### config.mk
export PLATFORM = sky130hd
export DESIGN_NAME = integer_to_radix_digits
export DESIGN_NICKNAME = d
export VERILOG_FILES = /design/src/hdl/i2rd_pkg.sv /design/src/hdl/integer_to_radix_digits.sv
export SDC_FILE = /design/constraint.sdc
export NUM_CORES = 2
export LEC_CHECK = 0
export BUFFER_PORTS_ARGS = -buffer_cell sky130_fd_sc_hd__buf_2
export CAP_MARGIN = 20
export CORE_UTILIZATION = 60
export CTS_CLUSTER_DIAMETER = 120
export CTS_CLUSTER_SIZE = 24
export DETAILED_ROUTE_END_ITERATION = 10
export PLACE_DENSITY_LB_ADDON = 0.25
export SETUP_SLACK_MARGIN = 0.05
export SYNTH_ARGS = -nofsm -noshare
export SYNTH_HDL_FRONTEND = slang
export SYNTH_SLANG_ARGS = --single-unit
### constraint.sdc
create_clock -name aclk -period 9.6 [get_ports aclk]
set_clock_uncertainty 0.1 [all_clocks]
set_input_delay 2.4 -clock aclk [delete_from_list [all_inputs] [get_ports aclk]]
set_output_delay 2.4 -clock aclk [all_outputs]
set_load 0.03 [all_outputs]
### src/hdl/i2rd_pkg.sv
`timescale 1ns / 1ps
`default_nettype none

package i2rd_pkg;

    localparam int MAX_SYMBOLS = 16;
    localparam int VALUE_W     = 32;
    localparam int SYM_W       = 8;
    localparam int RADIX_W     = 5;
    localparam int DIGIT_W     = 4;
    localparam int DIGIT_BUF   = 32;
    localparam int BUF_IDX_W   = 5;
    localparam int CNT_W       = 6;
    localparam int ADDR_W      = 5;
    localparam int DATA_W      = 64;

    localparam logic [1:0] REG_DIGIT_COUNT = 2'd0;
    localparam logic [1:0] REG_ALPHA_LOW   = 2'd1;
    localparam logic [1:0] REG_ALPHA_HIGH  = 2'd2;

    localparam logic [RADIX_W-1:0] RST_DIGIT_COUNT = 5'd10;
    // "01234567" and "89ABCDEF", first symbol in the lowest byte
    localparam logic [DATA_W-1:0]  RST_ALPHA_LOW   = 64'h3736_3534_3332_3130;
    localparam logic [DATA_W-1:0]  RST_ALPHA_HIGH  = 64'h4645_4443_4241_3938;

    localparam logic [SYM_W-1:0] SIGN_MINUS = 8'd45;
    localparam logic [SYM_W-1:0] SIGN_PLUS  = 8'd43;

    // floor(2^32 / d); the quotient estimate from it is low by at most one
    function automatic logic [VALUE_W-1:0] recip(input logic [RADIX_W-1:0] d);
        logic [VALUE_W-1:0] r;
        case (d)
            5'd2:    r = 32'h8000_0000;
            5'd3:    r = 32'h5555_5555;
            5'd4:    r = 32'h4000_0000;
            5'd5:    r = 32'h3333_3333;
            5'd6:    r = 32'h2AAA_AAAA;
            5'd7:    r = 32'h2492_4924;
            5'd8:    r = 32'h2000_0000;
            5'd9:    r = 32'h1C71_C71C;
            5'd10:   r = 32'h1999_9999;
            5'd11:   r = 32'h1745_D174;
            5'd12:   r = 32'h1555_5555;
            5'd13:   r = 32'h13B1_3B13;
            5'd14:   r = 32'h1249_2492;
            5'd15:   r = 32'h1111_1111;
            5'd16:   r = 32'h1000_0000;
            default: r = 32'h0000_0000;
        endcase
        return r;
    endfunction

endpackage

`default_nettype wire

### src/hdl/integer_to_radix_digits.sv
`timescale 1ns / 1ps
`default_nettype none

// Converts one signed 32-bit integer per beat into its text in the radix set by
// digit_count, one 8-bit character per output beat, most significant digit first,
// with m_is_last on the final character. Negative values get a leading '-'; the
// most negative value is converted exactly. If the alphabet is unusable (radix
// below 2 or above 16, a '+' or '-' among the symbols in use, or a repeated
// symbol) the input beat is taken and nothing is emitted. Each digit goes through three
// steps of the shared divide unit (reciprocal multiply, back-multiply, remainder
// correct), then the characters leave at one per cycle while m_ready is high and
// wait while it is low. s_ready is high only between items. The alphabet and
// digit_count sit behind an APB port at byte addresses 0, 8 and 16 with 64-bit data.
module integer_to_radix_digits (
    input  wire logic                          aclk,
    input  wire logic                          aresetn,

    input  wire logic                          s_valid,
    output logic                               s_ready,
    input  wire logic signed [i2rd_pkg::VALUE_W-1:0] s_value,

    output logic                               m_valid,
    input  wire logic                          m_ready,
    output logic [i2rd_pkg::SYM_W-1:0]         m_symbol,
    output logic                               m_is_last,

    input  wire logic                          psel,
    input  wire logic                          penable,
    input  wire logic                          pwrite,
    input  wire logic [i2rd_pkg::ADDR_W-1:0]   paddr,
    input  wire logic [i2rd_pkg::DATA_W-1:0]   pwdata,
    output logic [i2rd_pkg::DATA_W-1:0]        prdata,
    output logic                               pready
);
    import i2rd_pkg::*;

    typedef enum logic [2:0] {
        ST_IDLE,
        ST_MUL,
        ST_QD,
        ST_REM,
        ST_SIGN,
        ST_EMIT
    } state_t;

    state_t                 state_reg,        state_next;
    logic [RADIX_W-1:0]     digit_count_reg,  digit_count_next;
    logic [DATA_W-1:0]      alpha_low_reg,    alpha_low_next;
    logic [DATA_W-1:0]      alpha_high_reg,   alpha_high_next;
    logic [VALUE_W-1:0]     mag_reg,          mag_next;
    logic                   neg_reg,          neg_next;
    logic [RADIX_W-1:0]     radix_reg,        radix_next;
    logic [VALUE_W-1:0]     recip_reg,        recip_next;
    logic [2*VALUE_W-1:0]   prod_reg,         prod_next;
    logic [VALUE_W-1:0]     quo_reg,          quo_next;
    logic [VALUE_W-1:0]     qd_reg,           qd_next;
    logic [CNT_W-1:0]       cnt_reg,          cnt_next;
    logic                   m_valid_reg,      m_valid_next;
    logic [SYM_W-1:0]       m_symbol_reg,     m_symbol_next;
    logic                   m_is_last_reg,    m_is_last_next;

    logic [DIGIT_W-1:0]     digit_buf_reg [DIGIT_BUF];

    logic [SYM_W-1:0]       sym [16];
    logic                   alpha_ok;
    logic                   cfg_wr;
    logic                   out_free;
    logic [2*VALUE_W-1:0]   prod;
    logic [VALUE_W+RADIX_W-1:0] qd_full;
    logic [VALUE_W-1:0]     rem_raw;
    logic                   rem_ge;
    logic [VALUE_W-1:0]     rem_fix;
    logic [VALUE_W-1:0]     quo_fix;
    logic [BUF_IDX_W-1:0]   rd_idx;
    logic [CNT_W-1:0]       cnt_inc;

    always_comb begin
        for (int i = 0; i < 8; i++) begin
            sym[i]     = alpha_low_reg[8*i +: 8];
            sym[i + 8] = alpha_high_reg[8*i +: 8];
        end
    end

    // alphabet check over the symbols in use
    always_comb begin
        alpha_ok = (digit_count_reg >= 5'd2) &&
                   (digit_count_reg <= RADIX_W'(MAX_SYMBOLS));
        for (int i = 0; i < 16; i++) begin
            if (RADIX_W'(i) < digit_count_reg) begin
                if (sym[i] == SIGN_PLUS || sym[i] == SIGN_MINUS) begin
                    alpha_ok = 1'b0;
                end
                for (int j = i + 1; j < 16; j++) begin
                    if (RADIX_W'(j) < digit_count_reg && sym[j] == sym[i]) begin
                        alpha_ok = 1'b0;
                    end
                end
            end
        end
    end

    assign cfg_wr   = psel && penable && pwrite;
    assign out_free = !m_valid_reg || m_ready;

    // shared divide unit
    assign prod    = mag_reg * recip_reg;
    assign qd_full = prod_reg[2*VALUE_W-1:VALUE_W] * radix_reg;
    assign rem_raw = mag_reg - qd_reg;
    assign rem_ge  = rem_raw >= {{(VALUE_W-RADIX_W){1'b0}}, radix_reg};
    assign rem_fix = rem_ge ? rem_raw - {{(VALUE_W-RADIX_W){1'b0}}, radix_reg} : rem_raw;
    assign quo_fix = rem_ge ? quo_reg + 32'd1 : quo_reg;
    assign cnt_inc = cnt_reg + 6'd1;
    assign rd_idx  = BUF_IDX_W'(cnt_reg - 6'd1);

    always_comb begin
        state_next       = state_reg;
        digit_count_next = digit_count_reg;
        alpha_low_next   = alpha_low_reg;
        alpha_high_next  = alpha_high_reg;
        mag_next         = mag_reg;
        neg_next         = neg_reg;
        radix_next       = radix_reg;
        recip_next       = recip_reg;
        prod_next        = prod_reg;
        quo_next         = quo_reg;
        qd_next          = qd_reg;
        cnt_next         = cnt_reg;
        m_valid_next     = m_valid_reg;
        m_symbol_next    = m_symbol_reg;
        m_is_last_next   = m_is_last_reg;

        if (cfg_wr) begin
            case (paddr[4:3])
                REG_DIGIT_COUNT: digit_count_next = pwdata[RADIX_W-1:0];
                REG_ALPHA_LOW:   alpha_low_next   = pwdata;
                REG_ALPHA_HIGH:  alpha_high_next  = pwdata;
                default:         ;
            endcase
        end

        if (m_valid_reg && m_ready) begin
            m_valid_next = 1'b0;
        end

        case (state_reg)
            ST_IDLE: begin
                // an unusable alphabet drops the beat
                if (s_valid && alpha_ok) begin
                    neg_next   = s_value[VALUE_W-1];
                    mag_next   = s_value[VALUE_W-1] ? 32'd0 - s_value : s_value;
                    radix_next = digit_count_reg;
                    recip_next = recip(digit_count_reg);
                    cnt_next   = '0;
                    state_next = ST_MUL;
                end
            end
            ST_MUL: begin
                prod_next  = prod;
                state_next = ST_QD;
            end
            ST_QD: begin
                quo_next   = prod_reg[2*VALUE_W-1:VALUE_W];
                qd_next    = qd_full[VALUE_W-1:0];
                state_next = ST_REM;
            end
            ST_REM: begin
                mag_next = quo_fix;
                cnt_next = cnt_inc;
                if (quo_fix == 32'd0 || cnt_inc == CNT_W'(DIGIT_BUF)) begin
                    state_next = neg_reg ? ST_SIGN : ST_EMIT;
                end else begin
                    state_next = ST_MUL;
                end
            end
            ST_SIGN: begin
                if (out_free) begin
                    m_valid_next   = 1'b1;
                    m_symbol_next  = SIGN_MINUS;
                    m_is_last_next = 1'b0;
                    state_next     = ST_EMIT;
                end
            end
            ST_EMIT: begin
                if (out_free) begin
                    m_valid_next   = 1'b1;
                    m_symbol_next  = sym[digit_buf_reg[rd_idx]];
                    m_is_last_next = (cnt_reg == 6'd1);
                    cnt_next       = cnt_reg - 6'd1;
                    if (cnt_reg == 6'd1) begin
                        state_next = ST_IDLE;
                    end
                end
            end
            default: state_next = ST_IDLE;
        endcase
    end

    always_ff @(posedge aclk) begin
        if (!aresetn) begin
            state_reg       <= ST_IDLE;
            digit_count_reg <= RST_DIGIT_COUNT;
            alpha_low_reg   <= RST_ALPHA_LOW;
            alpha_high_reg  <= RST_ALPHA_HIGH;
            cnt_reg         <= '0;
            m_valid_reg     <= 1'b0;
        end else begin
            state_reg       <= state_next;
            digit_count_reg <= digit_count_next;
            alpha_low_reg   <= alpha_low_next;
            alpha_high_reg  <= alpha_high_next;
            cnt_reg         <= cnt_next;
            m_valid_reg     <= m_valid_next;
        end
        mag_reg       <= mag_next;
        neg_reg       <= neg_next;
        radix_reg     <= radix_next;
        recip_reg     <= recip_next;
        prod_reg      <= prod_next;
        quo_reg       <= quo_next;
        qd_reg        <= qd_next;
        m_symbol_reg  <= m_symbol_next;
        m_is_last_reg <= m_is_last_next;
    end

    // digits land least significant first
    always_ff @(posedge aclk) begin
        if (state_reg == ST_REM) begin
            digit_buf_reg[cnt_reg[BUF_IDX_W-1:0]] <= rem_fix[DIGIT_W-1:0];
        end
    end

    assign s_ready   = (state_reg == ST_IDLE);
    assign m_valid   = m_valid_reg;
    assign m_symbol  = m_symbol_reg;
    assign m_is_last = m_is_last_reg;
    assign pready    = 1'b1;

    always_comb begin
        case (paddr[4:3])
            REG_DIGIT_COUNT: prdata = {{(DATA_W-RADIX_W){1'b0}}, digit_count_reg};
            REG_ALPHA_LOW:   prdata = alpha_low_reg;
            REG_ALPHA_HIGH:  prdata = alpha_high_reg;
            default:         prdata = '0;
        endcase
    end

    a_cnt_bound: assert property (@(posedge aclk) disable iff (!aresetn)
        cnt_reg <= CNT_W'(DIGIT_BUF))
        else $error("digit count beyond buffer depth");

    a_estimate_low: assert property (@(posedge aclk) disable iff (!aresetn)
        (state_reg == ST_REM) |-> (qd_reg <= mag_reg))
        else $error("quotient estimate too high");

    a_digit_range: assert property (@(posedge aclk) disable iff (!aresetn)
        (state_reg == ST_REM) |->
            (rem_fix < {{(VALUE_W-RADIX_W){1'b0}}, radix_reg}))
        else $error("digit not below radix after correction");

    a_bad_alpha_drop: assert property (@(posedge aclk) disable iff (!aresetn)
        (s_valid && s_ready && !alpha_ok) |=> (state_reg == ST_IDLE))
        else $error("conversion started with unusable alphabet");

endmodule

`default_nettype wire

==> flow_summary.rst <==
.. list-table::
   :header-rows: 1

   * - Metric
     - Value
   * - Final weighted congestion of routability-driven global placement
     - 1.04
   * - Kind of end point of the critical path
     - flip-flop
   * - Worst-skew pair later-pin latency
     - between 600 and 700 ps
   * - Number of violations reported at the end of detailed-routing iteration 0
     - between 6000 and 7000
   * - Number of warnings reported in the yosys synthesis log
     - 0
   * - Setup repair after global routing missed its margin
     - yes
   * - Final antenna-violating net count
     - 0
   * - Die width
     - around 340 um
   * - Routed vias
     - 56200
   * - Highest clock rate
     - around 0.11 GHz
   * - Count of mapped cells out of synthesis
     - between 7000 and 8000
   * - Avg Synthesized Cell Area
     - just over 9 um^2
   * - Number of detailed-route iterations in the first pass
     - 7
   * - Post-Place Worst Slack
     - between 100 and 150 ps
   * - Max-capacitance violation count
     - 0
   * - Antenna violations before repair
     - 12
   * - Cell depth of the worst hold path
     - 2
   * - Number of flip-flops in the largest register
     - around 130
   * - Worst path arrival time
     - between 9000 and 10000 ps
   * - Final cell area excluding filler cells
     - slightly above 0.07 mm^2
   * - Vert. Die Dim
     - between 300 and 400 um
   * - TritonCTS Buffers
     - 24
   * - CTS tree
     - done
   * - Global-route track usage on met3
     - about 11%
   * - Count of final setup violators
     - 0
   * - Capture point of the worst path
     - prod_reg[60]
   * - Met2 Track Usage GR
     - between 60% and 70%
   * - Worst slew margin relative to its limit
     - 14.4%
   * - Number of filler cells placed in the layout
     - between 9000 and 10000
   * - Initial cell density of the core
     - around three fifths
   * - Type of the worst setup path
     - reg2reg
   * - Worst Max-Slew Pin Slew
     - 1280 ps
   * - Fraction of synthesis flops using an asynchronous set or reset pin
     - 0%
   * - Cell type with the highest occurrence count on the critical path
     - sky130_fd_sc_hd__fa_1
   * - Post-route DRC
     - 0
   * - Minimum setup slack in the final design
     - a little under 300 ps
   * - Congestion Overflow GR
     - 0
   * - Avg Vias per Cell
     - 6.26
   * - Netlist area before placement
     - between 0.06 and 0.07 mm^2
   * - Kind of start point of the critical path
     - flip-flop
   * - Final number of max-transition violations
     - 0
   * - Hold WC Path Type
     - reg2reg
   * - CP max FO
     - 14
   * - I/O pin count
     - approximately 180
   * - Worst Min Path Start
     - alpha_high_reg[49]
   * - Vias in the first global route
     - 57900
   * - Number of enable flip-flop cells after synthesis
     - 293
   * - Worst Hold Margin
     - 360 ps
   * - Slowest cell on crit path
     - sky130_fd_sc_hd__edfxtp_1
   * - Number of flip-flops and latches in the synthesized netlist
     - between 400 and 500
   * - Minimum period implied by the final worst setup slack
     - just over 9000 ps
   * - Signed area change from the synthesized netlist to the final layout
     - 6.06%
   * - Number of placement rows
     - about 120
   * - Number of buffers on the longest clock path
     - 3
   * - Primary flip-flop cell chosen by synthesis mapping
     - sky130_fd_sc_hd__edfxtp_1
   * - Floorplan core area
     - about 0.11 mm^2
   * - Largest stage delay on the critical path
     - 630 ps
   * - Met1 Resource Use GR
     - ~51%
   * - Worst r2r src
     - recip_reg[13]
   * - Net count of the mapped netlist
     - a little under 9000
   * - Flop2flop setup slack
     - 290 ps
   * - Fin nets
     - 8884
   * - Area enclosed by the die boundary
     - ~0.12 mm^2
   * - Outcome
     - complete, no violations
   * - Placed Instance Area
     - 0.0718 mm^2
   * - Sum of negative setup slack
     - 0 ps
   * - Master cell of the clock root buffer
     - sky130_fd_sc_hd__clkbuf_16
   * - Critical path required time
     - ~10000 ps
   * - Routed wire length
     - 234000 um
   * - Drt wl/cell
     - approximately 26 um
   * - Placed wire-length estimate after detailed placement
     - approximately 170000 um
   * - Critical R2R Capture
     - prod_reg[60]
   * - # H-tree levels
     - 1
   * - Unique cell type count in the Yosys netlist
     - 93
   * - Final cycle utilization of the critical path
     - 97.0%
   * - Routing layer with the top usage in global route
     - met2
   * - Final-report hold violation count
     - 0
   * - Overall fraction of global-route tracks in use
     - between 40% and 50%
   * - Share of synthesized area occupied by flip-flops and latches
     - between 10% and 20%
   * - Critical Path Start
     - recip_reg[13]
   * - Maximum number of pins on one net before global-route repair
     - between 60 and 70
   * - Ratio of cells with drive above 1 in the final layout
     - 9.02%
   * - First-pass GRT wire length
     - around 350000 um
   * - Clock-pin transition on the worst setup and hold timing paths
     - approximately 110 ps
   * - Count of cells along the worst register-to-register path
     - 30
   * - Clock tree sinks
     - between 400 and 500
   * - I/O Buffers
     - around 180
[metrics by stage]
stage | utilization [%] | cells
finish | 64.4 | 8987
global route | 64.4 | 8982
floorplan | - | 7471
global placement | 63.6 | 8923
CTS | 64.2 | 8966
detailed placement | 63.6 | 8924
[per-layer routing]
layer | vias to the layer above | part of all wire, %
met3 | 1152 | 13
met5 | - | 0.027
met4 | 6 | 8.0
met2 | 3916 | 44
met1 | 27400 | 35
li1 | 23700 | -
[worst min path at each step]
stage                          to  slack [ps]
6_report       alpha_high_reg[49]         360
5_1_grt        alpha_high_reg[49]         380
4_1_cts        alpha_high_reg[49]         360
3_5_place_dp   alpha_high_reg[49]         350
3_3_place_gp   alpha_high_reg[55]         340
2_1_floorplan        radix_reg[4]         310
[kinds of logic (layout without fill, tap and decap cells)]
logic type	count (synthesis)	in the layout	share of synthesized area (%)
AO/OA/AOI/OAI	681	681	6.60
XOR/XNOR	1118	1118	14.3
adder cells (fa/ha/maj)	1318	1318	34.8
buffers and inverters	1653	1656	9.18
flip-flops	436	436	17.0
multiplexers	116	116	2.46
other	1	14	0.00547
AND/OR/NAND/NOR	2148	2148	15.7
[placed cells by master, fill, tap and decap left out, types with 16 or more instances in the layout]
| cell type | instances |
|---|---|
| sky130_fd_sc_hd__inv_1 | 1109 |
| sky130_fd_sc_hd__fa_1 | 980 |
| sky130_fd_sc_hd__nand2_1 | 865 |
| sky130_fd_sc_hd__xnor2_1 | 717 |
| sky130_fd_sc_hd__xor2_1 | 401 |
| sky130_fd_sc_hd__and2_1 | 400 |
| sky130_fd_sc_hd__ha_1 | 338 |
| sky130_fd_sc_hd__buf_4 | 310 |
| sky130_fd_sc_hd__edfxtp_1 | 293 |
| sky130_fd_sc_hd__a21oi_1 | 221 |
| sky130_fd_sc_hd__buf_2 | 179 |
| sky130_fd_sc_hd__nand4_1 | 176 |
| sky130_fd_sc_hd__nor2_1 | 167 |
| sky130_fd_sc_hd__dfxtp_1 | 141 |
| sky130_fd_sc_hd__nor4_1 | 132 |
| sky130_fd_sc_hd__nand3_1 | 119 |
| sky130_fd_sc_hd__nor3_1 | 95 |
| sky130_fd_sc_hd__o21ai_0 | 80 |
| sky130_fd_sc_hd__a22o_1 | 60 |
| sky130_fd_sc_hd__mux2i_1 | 49 |
| sky130_fd_sc_hd__a211oi_1 | 44 |
| sky130_fd_sc_hd__a31oi_1 | 43 |
| sky130_fd_sc_hd__mux4_2 | 40 |
| sky130_fd_sc_hd__a21o_1 | 39 |
| sky130_fd_sc_hd__nor2b_1 | 38 |
| sky130_fd_sc_hd__o211ai_1 | 37 |
| sky130_fd_sc_hd__nand2b_1 | 28 |
| sky130_fd_sc_hd__clkbuf_16 | 25 |
| sky130_fd_sc_hd__mux2_2 | 22 |
| sky130_fd_sc_hd__and3_1 | 19 |
| sky130_fd_sc_hd__o31ai_1 | 18 |
| sky130_fd_sc_hd__o21a_1 | 16 |
| sky130_fd_sc_hd__or2_2 | 16 |
[critical path, delay by kind of cell, from the launching register on]
kind / cells / cell delay, ps
AO/OA/AOI/OAI: 8 / 1750
XOR/XNOR: 1 / 150
adder cells (fa/ha/maj): 9 / 4340
buffers and inverters: 6 / 740
flip-flops: 1 / 630
AND/OR/NAND/NOR: 6 / 1360
[cells in the mapped netlist (11+ instances only)]
library cell               number  share of area [%]
sky130_fd_sc_hd__o21a_1        17               0.19
sky130_fd_sc_hd__a31oi_1       45               0.41
sky130_fd_sc_hd__or2_2         16               0.15
sky130_fd_sc_hd__mux2_2        22               0.36
sky130_fd_sc_hd__and2_1       401                3.7
sky130_fd_sc_hd__nor4_1       132                1.2
sky130_fd_sc_hd__a22o_1        60               0.77
sky130_fd_sc_hd__inv_1       1110                6.1
sky130_fd_sc_hd__and3_1        20               0.18
sky130_fd_sc_hd__xor2_1       401                5.1
sky130_fd_sc_hd__ha_1         338                6.2
sky130_fd_sc_hd__nor2_1       167               0.91
sky130_fd_sc_hd__clkbuf_1     365                2.0
sky130_fd_sc_hd__a21o_1        39               0.43
sky130_fd_sc_hd__nand4_1      176                1.6
sky130_fd_sc_hd__o21bai_1      13               0.14
sky130_fd_sc_hd__o22ai_1       12               0.11
sky130_fd_sc_hd__nand4b_1      14               0.18
sky130_fd_sc_hd__mux4_2        40                1.3
sky130_fd_sc_hd__o31ai_1       18               0.20
sky130_fd_sc_hd__a21oi_1      222                1.6
sky130_fd_sc_hd__edfxtp_1     293                 13
sky130_fd_sc_hd__or3_1         15               0.14
sky130_fd_sc_hd__o21ai_0       82               0.60
sky130_fd_sc_hd__buf_2         38               0.28
sky130_fd_sc_hd__nor2b_1       40               0.36
sky130_fd_sc_hd__dfxtp_1      143                4.2
sky130_fd_sc_hd__nand3_1      119               0.87
sky130_fd_sc_hd__fa_1         980                 29
sky130_fd_sc_hd__nand2b_1      28               0.26
sky130_fd_sc_hd__buf_1        132               0.72
sky130_fd_sc_hd__nand2_1      865                4.7
sky130_fd_sc_hd__xnor2_1      717                9.2
sky130_fd_sc_hd__o211ai_1      37               0.41
sky130_fd_sc_hd__a211oi_1      44               0.48
sky130_fd_sc_hd__mux2i_1       54               0.79
sky130_fd_sc_hd__nor4b_1       11               0.14
sky130_fd_sc_hd__nor3_1        97               0.71
[final cells by class]
cell class,count,area [um^2],area share [%]
clock inverters,7,108,0.148
repair buffers,504,3500,4.82
multi-input cells,5382,50700,69.7
well taps,1500,1880,2.58
inverters,1110,4170,5.73
diodes,13,32.5,0.0447
flip-flops and latches,436,11700,16.0
clock buffers,35,663,0.912
[timing repair]
item                       in CTS  in global routing
resized for setup               0                 10
hold buffers                    0                  0
setup buffers                   0                  6
setup endpoints to repair       0                 15
hold endpoints to repair        0                  0
Power is not shown: default switching activity piles up to over one toggle a cycle in this logic, so the estimate is an artifact.
